[config.mk]
export PLATFORM = sky130hd
export DESIGN_NAME = vwir_front
export DESIGN_NICKNAME = d
export VERILOG_FILES = /design/src/hdl/vertex_weld_index_remap_top_defines.svh /design/src/hdl/vwir_pkg.sv /design/src/hdl/vwir_front.sv
export SDC_FILE = /design/constraint.sdc
export NUM_CORES = 1
export LEC_CHECK = 0
export ABC_CLOCK_PERIOD_IN_PS = 11200
export BUFFER_PORTS_ARGS = -buffer_cell sky130_fd_sc_hd__buf_4
export CAP_MARGIN = 20
export CORE_ASPECT_RATIO = 1.25
export CORE_MARGIN = 10
export CORE_UTILIZATION = 46
export DETAILED_ROUTE_END_ITERATION = 8
export HOLD_SLACK_MARGIN = 0.15
export MAX_ROUTING_LAYER = met4
export PLACE_DENSITY = 0.82
export REMOVE_ABC_BUFFERS = 1
export SYNTH_ARGS = -nofsm -noshare
export SYNTH_HDL_FRONTEND = slang
export SYNTH_SLANG_ARGS = --single-unit
export TNS_END_PERCENT = 20
[constraint.sdc]
create_clock -name clk_i -period 11.2 [get_ports clk_i]
set_input_delay 1.12 -clock clk_i [delete_from_list [all_inputs] [get_ports clk_i]]
set_output_delay 1.12 -clock clk_i [all_outputs]
set_load 0.01 [all_outputs]
[src/hdl/vertex_weld_index_remap_top_defines.svh]
// Assertion macros shared by the vertex weld block.
// Pulled in by the top level; expects clk_i and rst_ni in scope.
`ifndef VERTEX_WELD_INDEX_REMAP_TOP_DEFINES_SVH
`define VERTEX_WELD_INDEX_REMAP_TOP_DEFINES_SVH

// same-cycle implication
`define VWIR_ASSERT_IMP(lbl, ante, cons, msg) \
  lbl: assert property (@(posedge clk_i) disable iff (!rst_ni) (ante) |-> (cons)) \
    else $error(msg);

// next-cycle implication
`define VWIR_ASSERT_NXT(lbl, ante, cons, msg) \
  lbl: assert property (@(posedge clk_i) disable iff (!rst_ni) (ante) |=> (cons)) \
    else $error(msg);

`endif

[src/hdl/vwir_pkg.sv]
// Shared types, constants and the per-component match test for the vertex weld block.
// No dependencies.
package vwir_pkg;

  localparam int unsigned CAP    = 256;
  localparam int unsigned IDX_W  = $clog2(CAP);
  localparam int unsigned CNT_W  = $clog2(CAP + 1);
  localparam int unsigned COMP_N = 8;
  localparam int unsigned COMP_W = 32;
  localparam int unsigned TOL_W  = 16;
  localparam int unsigned ADDR_W = 3;
  localparam int unsigned DATA_W = 32;

  localparam logic [TOL_W-1:0] TOL_RESET = TOL_W'(7);
  localparam logic             REG_TOL   = 1'b0;  // paddr[2] of the tolerance register

  typedef logic [COMP_N-1:0][COMP_W-1:0] vcomp_t;

  typedef struct packed {
    vcomp_t comp;
    logic   new_group;
  } vertex_t;

  // queue port between front and back
  typedef struct packed {
    logic    valid;
    vertex_t item;
  } vq_head_t;

  // |a - b| < tol, difference at 33 bits so it never wraps
  function automatic logic comp_close(logic [COMP_W-1:0] a, logic [COMP_W-1:0] b,
                                      logic [TOL_W-1:0] tol);
    logic signed [COMP_W:0] d;
    logic signed [COMP_W:0] t;
    d = signed'({a[COMP_W-1], a}) - signed'({b[COMP_W-1], b});
    t = signed'({{(COMP_W + 1 - TOL_W){1'b0}}, tol});
    return (d < t) && (d > -t);
  endfunction

endpackage

[src/hdl/vwir_front.sv]
// Input side: accepts vertices and holds them in a two-entry queue for the scanner.
// Depends on vwir_pkg.
module vwir_front (
  input  logic              clk_i,
  input  logic              rst_ni,
  input  logic              in_valid_i,
  output logic              in_stall_o,
  input  vwir_pkg::vertex_t in_item_i,
  output vwir_pkg::vq_head_t head_o,
  input  logic              pop_i
);
  import vwir_pkg::*;

  localparam int unsigned QD = 2;

  vertex_t     ent_q [QD];
  logic        wr_ptr_q, wr_ptr_d;
  logic        rd_ptr_q, rd_ptr_d;
  logic [1:0]  cnt_q, cnt_d;
  logic        push;
  logic        pop;

  assign in_stall_o = (cnt_q == 2'(QD));
  assign push       = in_valid_i && !in_stall_o;
  assign pop        = pop_i && (cnt_q != 2'd0);

  assign head_o.valid = (cnt_q != 2'd0);
  assign head_o.item  = ent_q[rd_ptr_q];

  always_comb begin
    wr_ptr_d = push ? ~wr_ptr_q : wr_ptr_q;
    rd_ptr_d = pop ? ~rd_ptr_q : rd_ptr_q;
    cnt_d    = cnt_q + 2'(push) - 2'(pop);
  end

  always_ff @(posedge clk_i or negedge rst_ni) begin
    if (!rst_ni) begin
      wr_ptr_q <= 1'b0;
      rd_ptr_q <= 1'b0;
      cnt_q    <= 2'd0;
    end else begin
      wr_ptr_q <= wr_ptr_d;
      rd_ptr_q <= rd_ptr_d;
      cnt_q    <= cnt_d;
    end
  end

  always_ff @(posedge clk_i) begin
    if (push) begin
      ent_q[wr_ptr_q] <= in_item_i;
    end
  end

endmodule

==> results of run 1 <==
## worst max-delay path, cell delays in order, from the launching register on
cell and delay, ns:
dfrtp_4 1.06, buf_12 0.72, mux2_2 0.44, buf_4 0.15
## synthesized netlist by cell type
cell type,instances
xnor2_1,3
inv_1,2
and3_1,1
ha_1,2
nand2b_1,1
mux2_4,201
xor2_1,1
buf_8,2
nand2_1,1
buf_2,3
nor2_1,1
and2_1,1
dfrtp_1,4
mux2_2,56
or2_2,1
edfxtp_1,514
buf_6,24
## worst paths after layout
| path | slack (ns) | to | start |
|---|---|---|---|
| max | 6.79 | head_o[14] | rd_ptr_q |
| min | 0.35 | cnt_q[1] | rst_ni |
| max reg2reg | 7.88 | ent_q[0][186] | cnt_q[1] |
| min reg2reg | 0.52 | cnt_q[0] | cnt_q[0] |
| max in group asynchronous | 10.73 | rd_ptr_q | rst_ni |
| min in group clk_i | 0.52 | cnt_q[0] | cnt_q[0] |
## routing by layer
metal  vias to the layer above  routed length (um)  global-route usage
met1                      4878               16200              0.1865
li1                       4377                   -                   -
met5                         -                   0                   -
met2                       397               24180              0.3005
met4                         0                1808             0.07396
met3                        96                3604             0.05096
## power groups by stage
| stage | Sequential, mW | Combinational, mW | Clock, mW |
|---|---|---|---|
| after floorplan | 3.11 | 1.65 | 0 |
| after global placement | 2.82 | 2.37 | 0 |
| after detailed placement | 2.85 | 2.39 | 0 |
| after CTS | 2.82 | 2.41 | 1.62 |
| after global routing | 2.85 | 2.50 | 1.69 |
| final | 2.81 | 2.36 | 1.58 |
## cells by family after synthesis
group                      count (synthesis)
xor gates and xnor gates                   4
adders and majority gates                  2
buffers and inverters                     31
DFF                                      518
muxes                                    257
and+or+nand+nor                            6
## flip-flops by register name, indices dropped and copies added (netlist names)
name and cells:
rd_ptr_q 1, cnt_q 2, ent_q 514, wr_ptr_q 1
## layout make-up
type | count | area [um^2]
fillers | 2894 | 16600
flip-flops and latches | 518 | 15540
repair buffers | 527 | 3994
multi-input cells | 269 | 3754
clock buffers | 63 | 1321
well taps | 559 | 699.4
clock inverters | 27 | 217.7
diodes | 5 | 12.51
inverters | 2 | 7.507
## through the flow
| stage | total power [mW] | utilization | std cells | worst slack (ns) | hold WS, ns |
|---|---|---|---|---|---|
| 2_1_floorplan | 4.763 | - | 789 | -1.538 | 0.4608 |
| 3_3_place_gp | 5.187 | 0.5688 | 1874 | 6.854 | 0.4912 |
| 3_5_place_dp | 5.247 | 0.5693 | 1875 | 7.155 | 0.5077 |
| 4_1_cts | 6.846 | 0.6058 | 1965 | 6.801 | 0.3221 |
| 5_1_grt | 7.036 | 0.6061 | 1970 | 6.677 | 0.3266 |
| 6_report | 6.750 | 0.6061 | 1970 | 6.790 | 0.3504 |
==> metrics.yaml, run 1 <==
outcome:
  outcome: "completed"
global_route:
  grt_max_degree: 155
  antenna_found_initial: 5
  grt_remaining_overflow: 0
  grt_pass1_vias: 10490
  grt_util_all_layers: 0.1758
  grt_pass1_wl_um: 65940
clocking:
  cts_buffer_depth: 3
  cts_inserted_buffers: 49
  cts_htree_levels: 2
  clk_pin_slew_ns: 0.06
  ctsHoldBuffers: 0
  cts_tree: "yes"
  clock-sinks: 518
  post_cts_buffers: 0
  worstSkewPairLatency_ns: 0.55
  cts.repair.resized: 0
  cts_root_buf: "clkbuf_16"
logic_synthesis:
  avgSynthCellArea_um2: 23.96
  synth.distinct_cells: 17
  synth_top_area_frac: 0.7875
  synth_mux_area_frac: 0.1862
  netlist_area_um2: 19600
  synthSimpleGateAreaFrac: 0.001660
  synthAdderAreaFrac: 0.001277
  ys_ff_latch: 518
  yosysTopAreaCell: "edfxtp_1"
  netlist_top_cells_area: "edfxtp_1 (79%), mux2_4 (15%), mux2_2 (3.2%), buf_6 (1.4%), dfrtp_1 (0.51%)"
  synth-compound-area-share: 0
  synth-xor-area-share: 0.001788
  synth_top_family_by_area: "multiplexers"
  syn_inst: 818
  yosysSeqAreaShare: 0.7926
  yosys_warnings: 0
route:
  firstDrtPassIters: 4
  drt_iter0_markers: 546
  vias: 9748
  routed_via_density: 4.948
  drc_errors: 0
  antenna_left: 0
  wire_per_inst_um: 23.24
  drt_wl_total_um: 45790
final_layout:
  layout_common_cells: "buf_4 (524), edfxtp_1 (514), mux2_4 (201)"
  drive_above_1_share: 0.6102
  layout-area-overhead-vs-synth_pct: 30.34
  final_common_cell: "buf_4"
  layout.nets: 1630
  design_area_um2: 25540
power_and_ir_drop:
  power.net_switching_mw: 1.936
  p_int_mw: 4.814
  power_frac_seq: 0.416
  power_density_nw_per_um2: 264.3
  swShare: 0.2868
  power.leakage_nw: 10.05
  ir_worst_vdd_v: 0.0002078
  clkPwrFrac: 0.234
  comb_power_share: 0.350
job:
  maxCapViolations: 0
sta:
  tightestPinTransition_ns: 1.257
  min_period_ns: 4.410
  clock_skew_ns: 0.02018
  fmax_mhz: 226.8
  relSlewSlack: 0.1622
  setup_viol: 0
  finalHoldViolCount: 0
  min_period_over_period: 0.3937
  drv_slew: 0
  fin_tns_setup_ns: 0
  rsz0062_at_grt: "no"
worst_setup_path:
  critPathKind: "reg -> out"
  cp.arrival_ns: 3.29
  crit_fanout: 148
  setup.worst_path.start_class: "flop"
  ff2ff_path_depth: 6
  cp-end-kind: "output pin"
  crit_required_ns: 10.08
placed_design:
  place_area_um2: 23990
  gp_congestion: 0.8006
  portBuffers: 519
  dp_hpwl_um: 32420
die:
  core_um2: 42150
  initial_utilization: 0.4650
  io_pins: 520
  rows: 84
  fp.dieArea_um2: 51310
  die_h_um: 250.8
  die_w_um: 204.6
min_path:
  hold_class: "in -> async"
Note: power is estimated with default switching activity, not from simulation.
==> run 2: changes to the inputs <==
ABC_CLOCK_PERIOD_IN_PS = 4000   (was 11200)
clock period = 4 ns   (was 11.2 ns; I/O delays follow)
==> metrics.yaml, run 2 (synthesis gave the netlist of run 1 again) <==
worst_setup_path:
  setup.worst_path.start_class: "flop"
  critPathKind: "reg -> out"
  crit_fanout: 34
  cp-end-kind: "output pin"
  cp_common_cell: "buf_12"
  worst-path-buf-inv: 3
  slowest_stage: "dfrtp_4"
  crit_required_ns: 3.60
  path_cells: "buf_12 > buf_12 > mux2_2 > buf_4"
  max_stage_delay_ns: 0.83
  cp.arrival_ns: 2.51
  critical_path.top_delay_family: "flip-flops"
die:
  die_w_um: 204.6
  die_h_um: 250.8
  core_um2: 42150
  rows: 84
  fp.dieArea_um2: 51310
  initial_utilization: 0.4650
  io_pins: 520
final_layout:
  layout.nets: 1897
  layout_common_cells: "buf_4 (523), edfxtp_1 (514), dlygate4sd3_1 (260)"
  final_common_cell: "buf_4"
  layout-area-overhead-vs-synth_pct: 44.75
  design_area_um2: 28370
  drive_above_1_share: 0.5164
  largest_register_ff_count: 514
  top_regs: "ent_q: 514 flops, cnt_q: 2 flops"
  max_flop_register: "ent_q"
  instances_no_fill: 2235
global_route:
  antenna_found_initial: 3
  grt_util_all_layers: 0.2114
  grt_remaining_overflow: 0
  grt_max_degree: 113
  grt_pass1_vias: 12560
  grt_pass1_wl_um: 79620
route:
  drt_wl_total_um: 53880
  drt_iter0_markers: 742
  routed_via_density: 4.970
  antenna_left: 0
  vias: 11110
  drc_errors: 0
  firstDrtPassIters: 4
  wire_per_inst_um: 24.11
sta:
  tightestPinTransition_ns: 0.6855
  min_period_over_period: 0.7265
  hold_slack_ns: 0.2288
  relSlewSlack: 0.5430
  fmax_mhz: 344.1
  fin_tns_setup_ns: 0
  min_period_ns: 2.906
  finalHoldViolCount: 0
  rsz0062_at_grt: "no"
  clock_skew_ns: 0.01311
  setup_viol: 0
  drv_slew: 0
clocking:
  cts_root_buf: "clkbuf_16"
  cts_htree_levels: 2
  cts_tree: "yes"
  cts_buffer_depth: 3
  cts_inserted_buffers: 50
  post_cts_buffers: 0
  worstSkewPairLatency_ns: 0.58
  clock-sinks: 518
  clk_pin_slew_ns: 0.06
placed_design:
  place_area_um2: 24130
  portBuffers: 519
  dp_hpwl_um: 33180
  gp_congestion: 0.8508
  dp_cells: 1881
job:
  maxCapViolations: 0
power_and_ir_drop:
  power.leakage_nw: 11.24
  finalPower_mw: 19.67
  power_density_nw_per_um2: 693.2
  ir_worst_vdd_v: 0.0005559
outcome:
  outcome: "completed"
min_path:
  hold_class: "in -> reg"
==> run 2: cell count changes in the layout (fill, tap and decap cells not counted), sizes merged <==
cell / delta
buf: +6
bufinv: +2
clkbuf: -6
clkinv: +6
clkinvlp: -1
diode: -2
dlygate4sd3: +260
==> run 2: tightest hold or removal path: cells and delay by family <==
family | cells | cell delay, ns
xor+xnor | 1 | 0.08
buf+inv | 1 | 0.12
simple gates | 1 | 0.15
==> run 2: routing by layer <==
layer,track usage,vias up,wire length (um)
met1,0.2139,5572,18210
met5,-,-,0
met3,0.05302,129,3659
li1,-,4895,-
met4,0.08688,0,2207
met2,0.3799,511,29810
==> run 2: report_power, final <==
part	internal (mW)	switching [mW]	total, mW
registers	7.43	0.421	7.85
logic	3.72	3.37	7.09
clock network	2.73	2.00	4.72
==> run 2: worst paths after layout <==
check | slack (ns) | from | end | depth (start not counted)
setup / recovery | 1.09 | rd_ptr_q | head_o[251] | 4
hold / removal | 0.23 | in_valid_i | wr_ptr_q | 3
setup reg to reg | 2.04 | cnt_q[1] | ent_q[1][56] | 3
hold reg to reg | 0.54 | cnt_q[0] | cnt_q[0] | 1
max in group asynchronous | 3.05 | rst_ni | rd_ptr_q | 3
min in group asynchronous | 0.76 | rst_ni | cnt_q[1] | 3
==> run 2: timing repair <==
item / in CTS / in global routing
hold buffers: 260 / 0
resized for setup: 0 / 0
hold endpoints to repair: 519 / 0
==> run 2: per-stage QoR <==
| step | utilization | setup slack [ns] |
|---|---|---|
| 2_1_floorplan | - | -8.113 |
| 3_3_place_gp | 0.5724 | 1.690 |
| 5_1_grt | 0.6731 | 0.9777 |
| 6_report | 0.6731 | 1.094 |
| 4_1_cts | 0.6729 | 1.047 |
| 3_5_place_dp | 0.5724 | 1.690 |
==> run 2: final cells by class <==
type | instances | area, um^2
Sequential cell | 518 | 15540
Fill cell | 2499 | 13780
Timing Repair Buffer | 793 | 6729
Multi-Input combinational cell | 269 | 3754
Clock buffer | 57 | 1341
Tap cell | 559 | 699.4
Clock inverter | 34 | 291.5
Inverter | 2 | 7.507
Antenna cell | 3 | 7.507
==> run 3: changes to the inputs <==
ABC_CLOCK_PERIOD_IN_PS = 2600   (was 4000)
clock period = 2.6 ns   (was 4 ns; I/O delays follow)
==> metrics.yaml, run 3 (synthesis gave the netlist of run 1 again) <==
placed_design:
  dp_cells: 1906
  gp_congestion: 0.8226
  portBuffers: 519
  dp_hpwl_um: 34600
  place_area_um2: 24380
power_and_ir_drop:
  comb_power_share: 0.375
  clkPwrFrac: 0.234
  ir_worst_vdd_v: 0.0007276
  power_density_nw_per_um2: 1068
  p_int_mw: 21.58
  power_frac_seq: 0.391
  swShare: 0.2954
  power.net_switching_mw: 9.047
  power.leakage_nw: 11.39
clocking:
  cts_htree_levels: 2
  cts_inserted_buffers: 49
  clk_pin_slew_ns: 0.07
  clock-sinks: 518
  worstSkewPairLatency_ns: 0.55
  cts_tree: "yes"
  cts_buffer_depth: 3
  cts_root_buf: "clkbuf_16"
die:
  die_h_um: 250.8
  core_um2: 42150
  fp.dieArea_um2: 51310
  rows: 84
  io_pins: 520
  initial_utilization: 0.4650
  die_w_um: 204.6
route:
  drt_wl_total_um: 55260
  highest-signal-layer: "met4"
  wl_met2_um: 30490
  firstDrtPassIters: 4
  antenna_left: 0
  drc_errors: 0
  drt_iter0_markers: 672
  routed_via_density: 4.952
  drt-met1-wl_um: 19150
  vias: 11250
  dr_wl_met3_um: 3667
  wire_per_inst_um: 24.33
worst_setup_path:
  r2r_slack_ns: 0.66
  slowest_stage: "dfrtp_4"
  path_cells: "buf_12 > buf_12 > mux2_2 > buf_4"
  cp.arrival_ns: 2.20
  setup.worst_path.start_class: "flop"
  max_stage_delay_ns: 0.56
  cp-end-kind: "output pin"
  worst-path-buf-inv: 3
  critical_path.top_delay_family: "buffers and inverters"
  crit_required_ns: 2.34
  crit_fanout: 32
  critPathKind: "reg -> out"
  cp_common_cell: "buf_12"
final_layout:
  layout.nets: 1929
  layout_common_cells: "buf_4 (549), edfxtp_1 (514), dlygate4sd3_1 (261)"
  instances_no_fill: 2271
  layout-area-overhead-vs-synth_pct: 46.28
  largest_register_ff_count: 514
  top_regs: "ent_q: 514 flops, cnt_q: 2 flops"
  drive_above_1_share: 0.5234
  design_area_um2: 28670
  max_flop_register: "ent_q"
  final_common_cell: "buf_4"
sta:
  min_period_over_period: 0.9448
  min_period_ns: 2.456
  tightestPinTransition_ns: 0.5174
  rsz0062_at_grt: "no"
  drv_slew: 0
  relSlewSlack: 0.6551
  finalHoldViolCount: 0
  setup_viol: 0
  clock_skew_ns: 0.02366
  fmax_mhz: 407.1
global_route:
  grt_max_degree: 67
  grt_remaining_overflow: 0
  grt_pass1_wl_um: 80900
  antenna_found_initial: 7
  grt_pass1_vias: 12570
  grt_util_all_layers: 0.2139
outcome:
  outcome: "completed"
min_path:
  hold_class: "in -> reg"
job:
  maxCapViolations: 0
-- run 3: cell types whose count changed in the layout (fill, tap and decap cells not counted), moves of 3 or more --
cell      change
buf_12        +6
buf_4        +26
clkinv_2      -5
clkbuf_1      +8
clkinv_1      -5
diode_2       +3
-- run 3: through the flow --
step	hold slack, ns	power (mW)	TNS (ns)	worst slack, ns	utilization
2_1_floorplan	-0.03559	14.32	-5299.47	-9.513	-
3_3_place_gp	0.05682	22.72	0	0.6797	0.5784
3_5_place_dp	0.05879	23.00	0	0.6667	0.5784
4_1_cts	0.3841	30.45	0	0.04692	0.6784
5_1_grt	0.4058	31.75	0	0.07442	0.6803
6_report	0.4235	30.62	0	0.1436	0.6803
-- run 3: what timing repair did --
item,in CTS,in global routing
setup endpoints to repair,0,1
hold buffers,261,0
buffers inserted,0,7
resized for setup,0,0
hold endpoints to repair,520,0
-- run 3: cell type report --
type / count / area (um^2)
clock buffer: 63 / 1321
clock inverter: 28 / 280.3
tap: 559 / 699.4
timing repair buffer: 826 / 7054
antenna: 6 / 15.01
inverter: 2 / 7.507
multi-input combinational: 269 / 3754
sequential: 518 / 15540
fill: 2472 / 13480
-- run 3: power groups by stage --
stage / Clock (mW) / Sequential, mW / Combinational (mW)
floorplan: 0 / 11.4 / 2.89
detailed placement: 0 / 12.1 / 10.9
CTS: 7.21 / 11.9 / 11.3
global route: 7.60 / 12.1 / 12.0
global placement: 0 / 11.9 / 10.8
finish: 7.18 / 12.0 / 11.5
-- run 3: layer usage --
metal	vias to the layer above	global-route usage
met3	112	0.04620
met2	496	0.3809
li1	4963	-
met1	5674	0.2253
met4	0	0.08561
met5	-	-
-- run 3: path summary, 6_finish.rpt --
kind                           startpoint            end  cells after the start
min in group asynchronous          rst_ni       cnt_q[0]                      3
max                              rd_ptr_q     head_o[19]                      4
max reg2reg                      cnt_q[1]   ent_q[0][79]                      5
min reg2reg                      cnt_q[0]       cnt_q[0]                      1
min                        in_item_i[246]  ent_q[1][246]                      2
max in group asynchronous          rst_ni       rd_ptr_q                      3
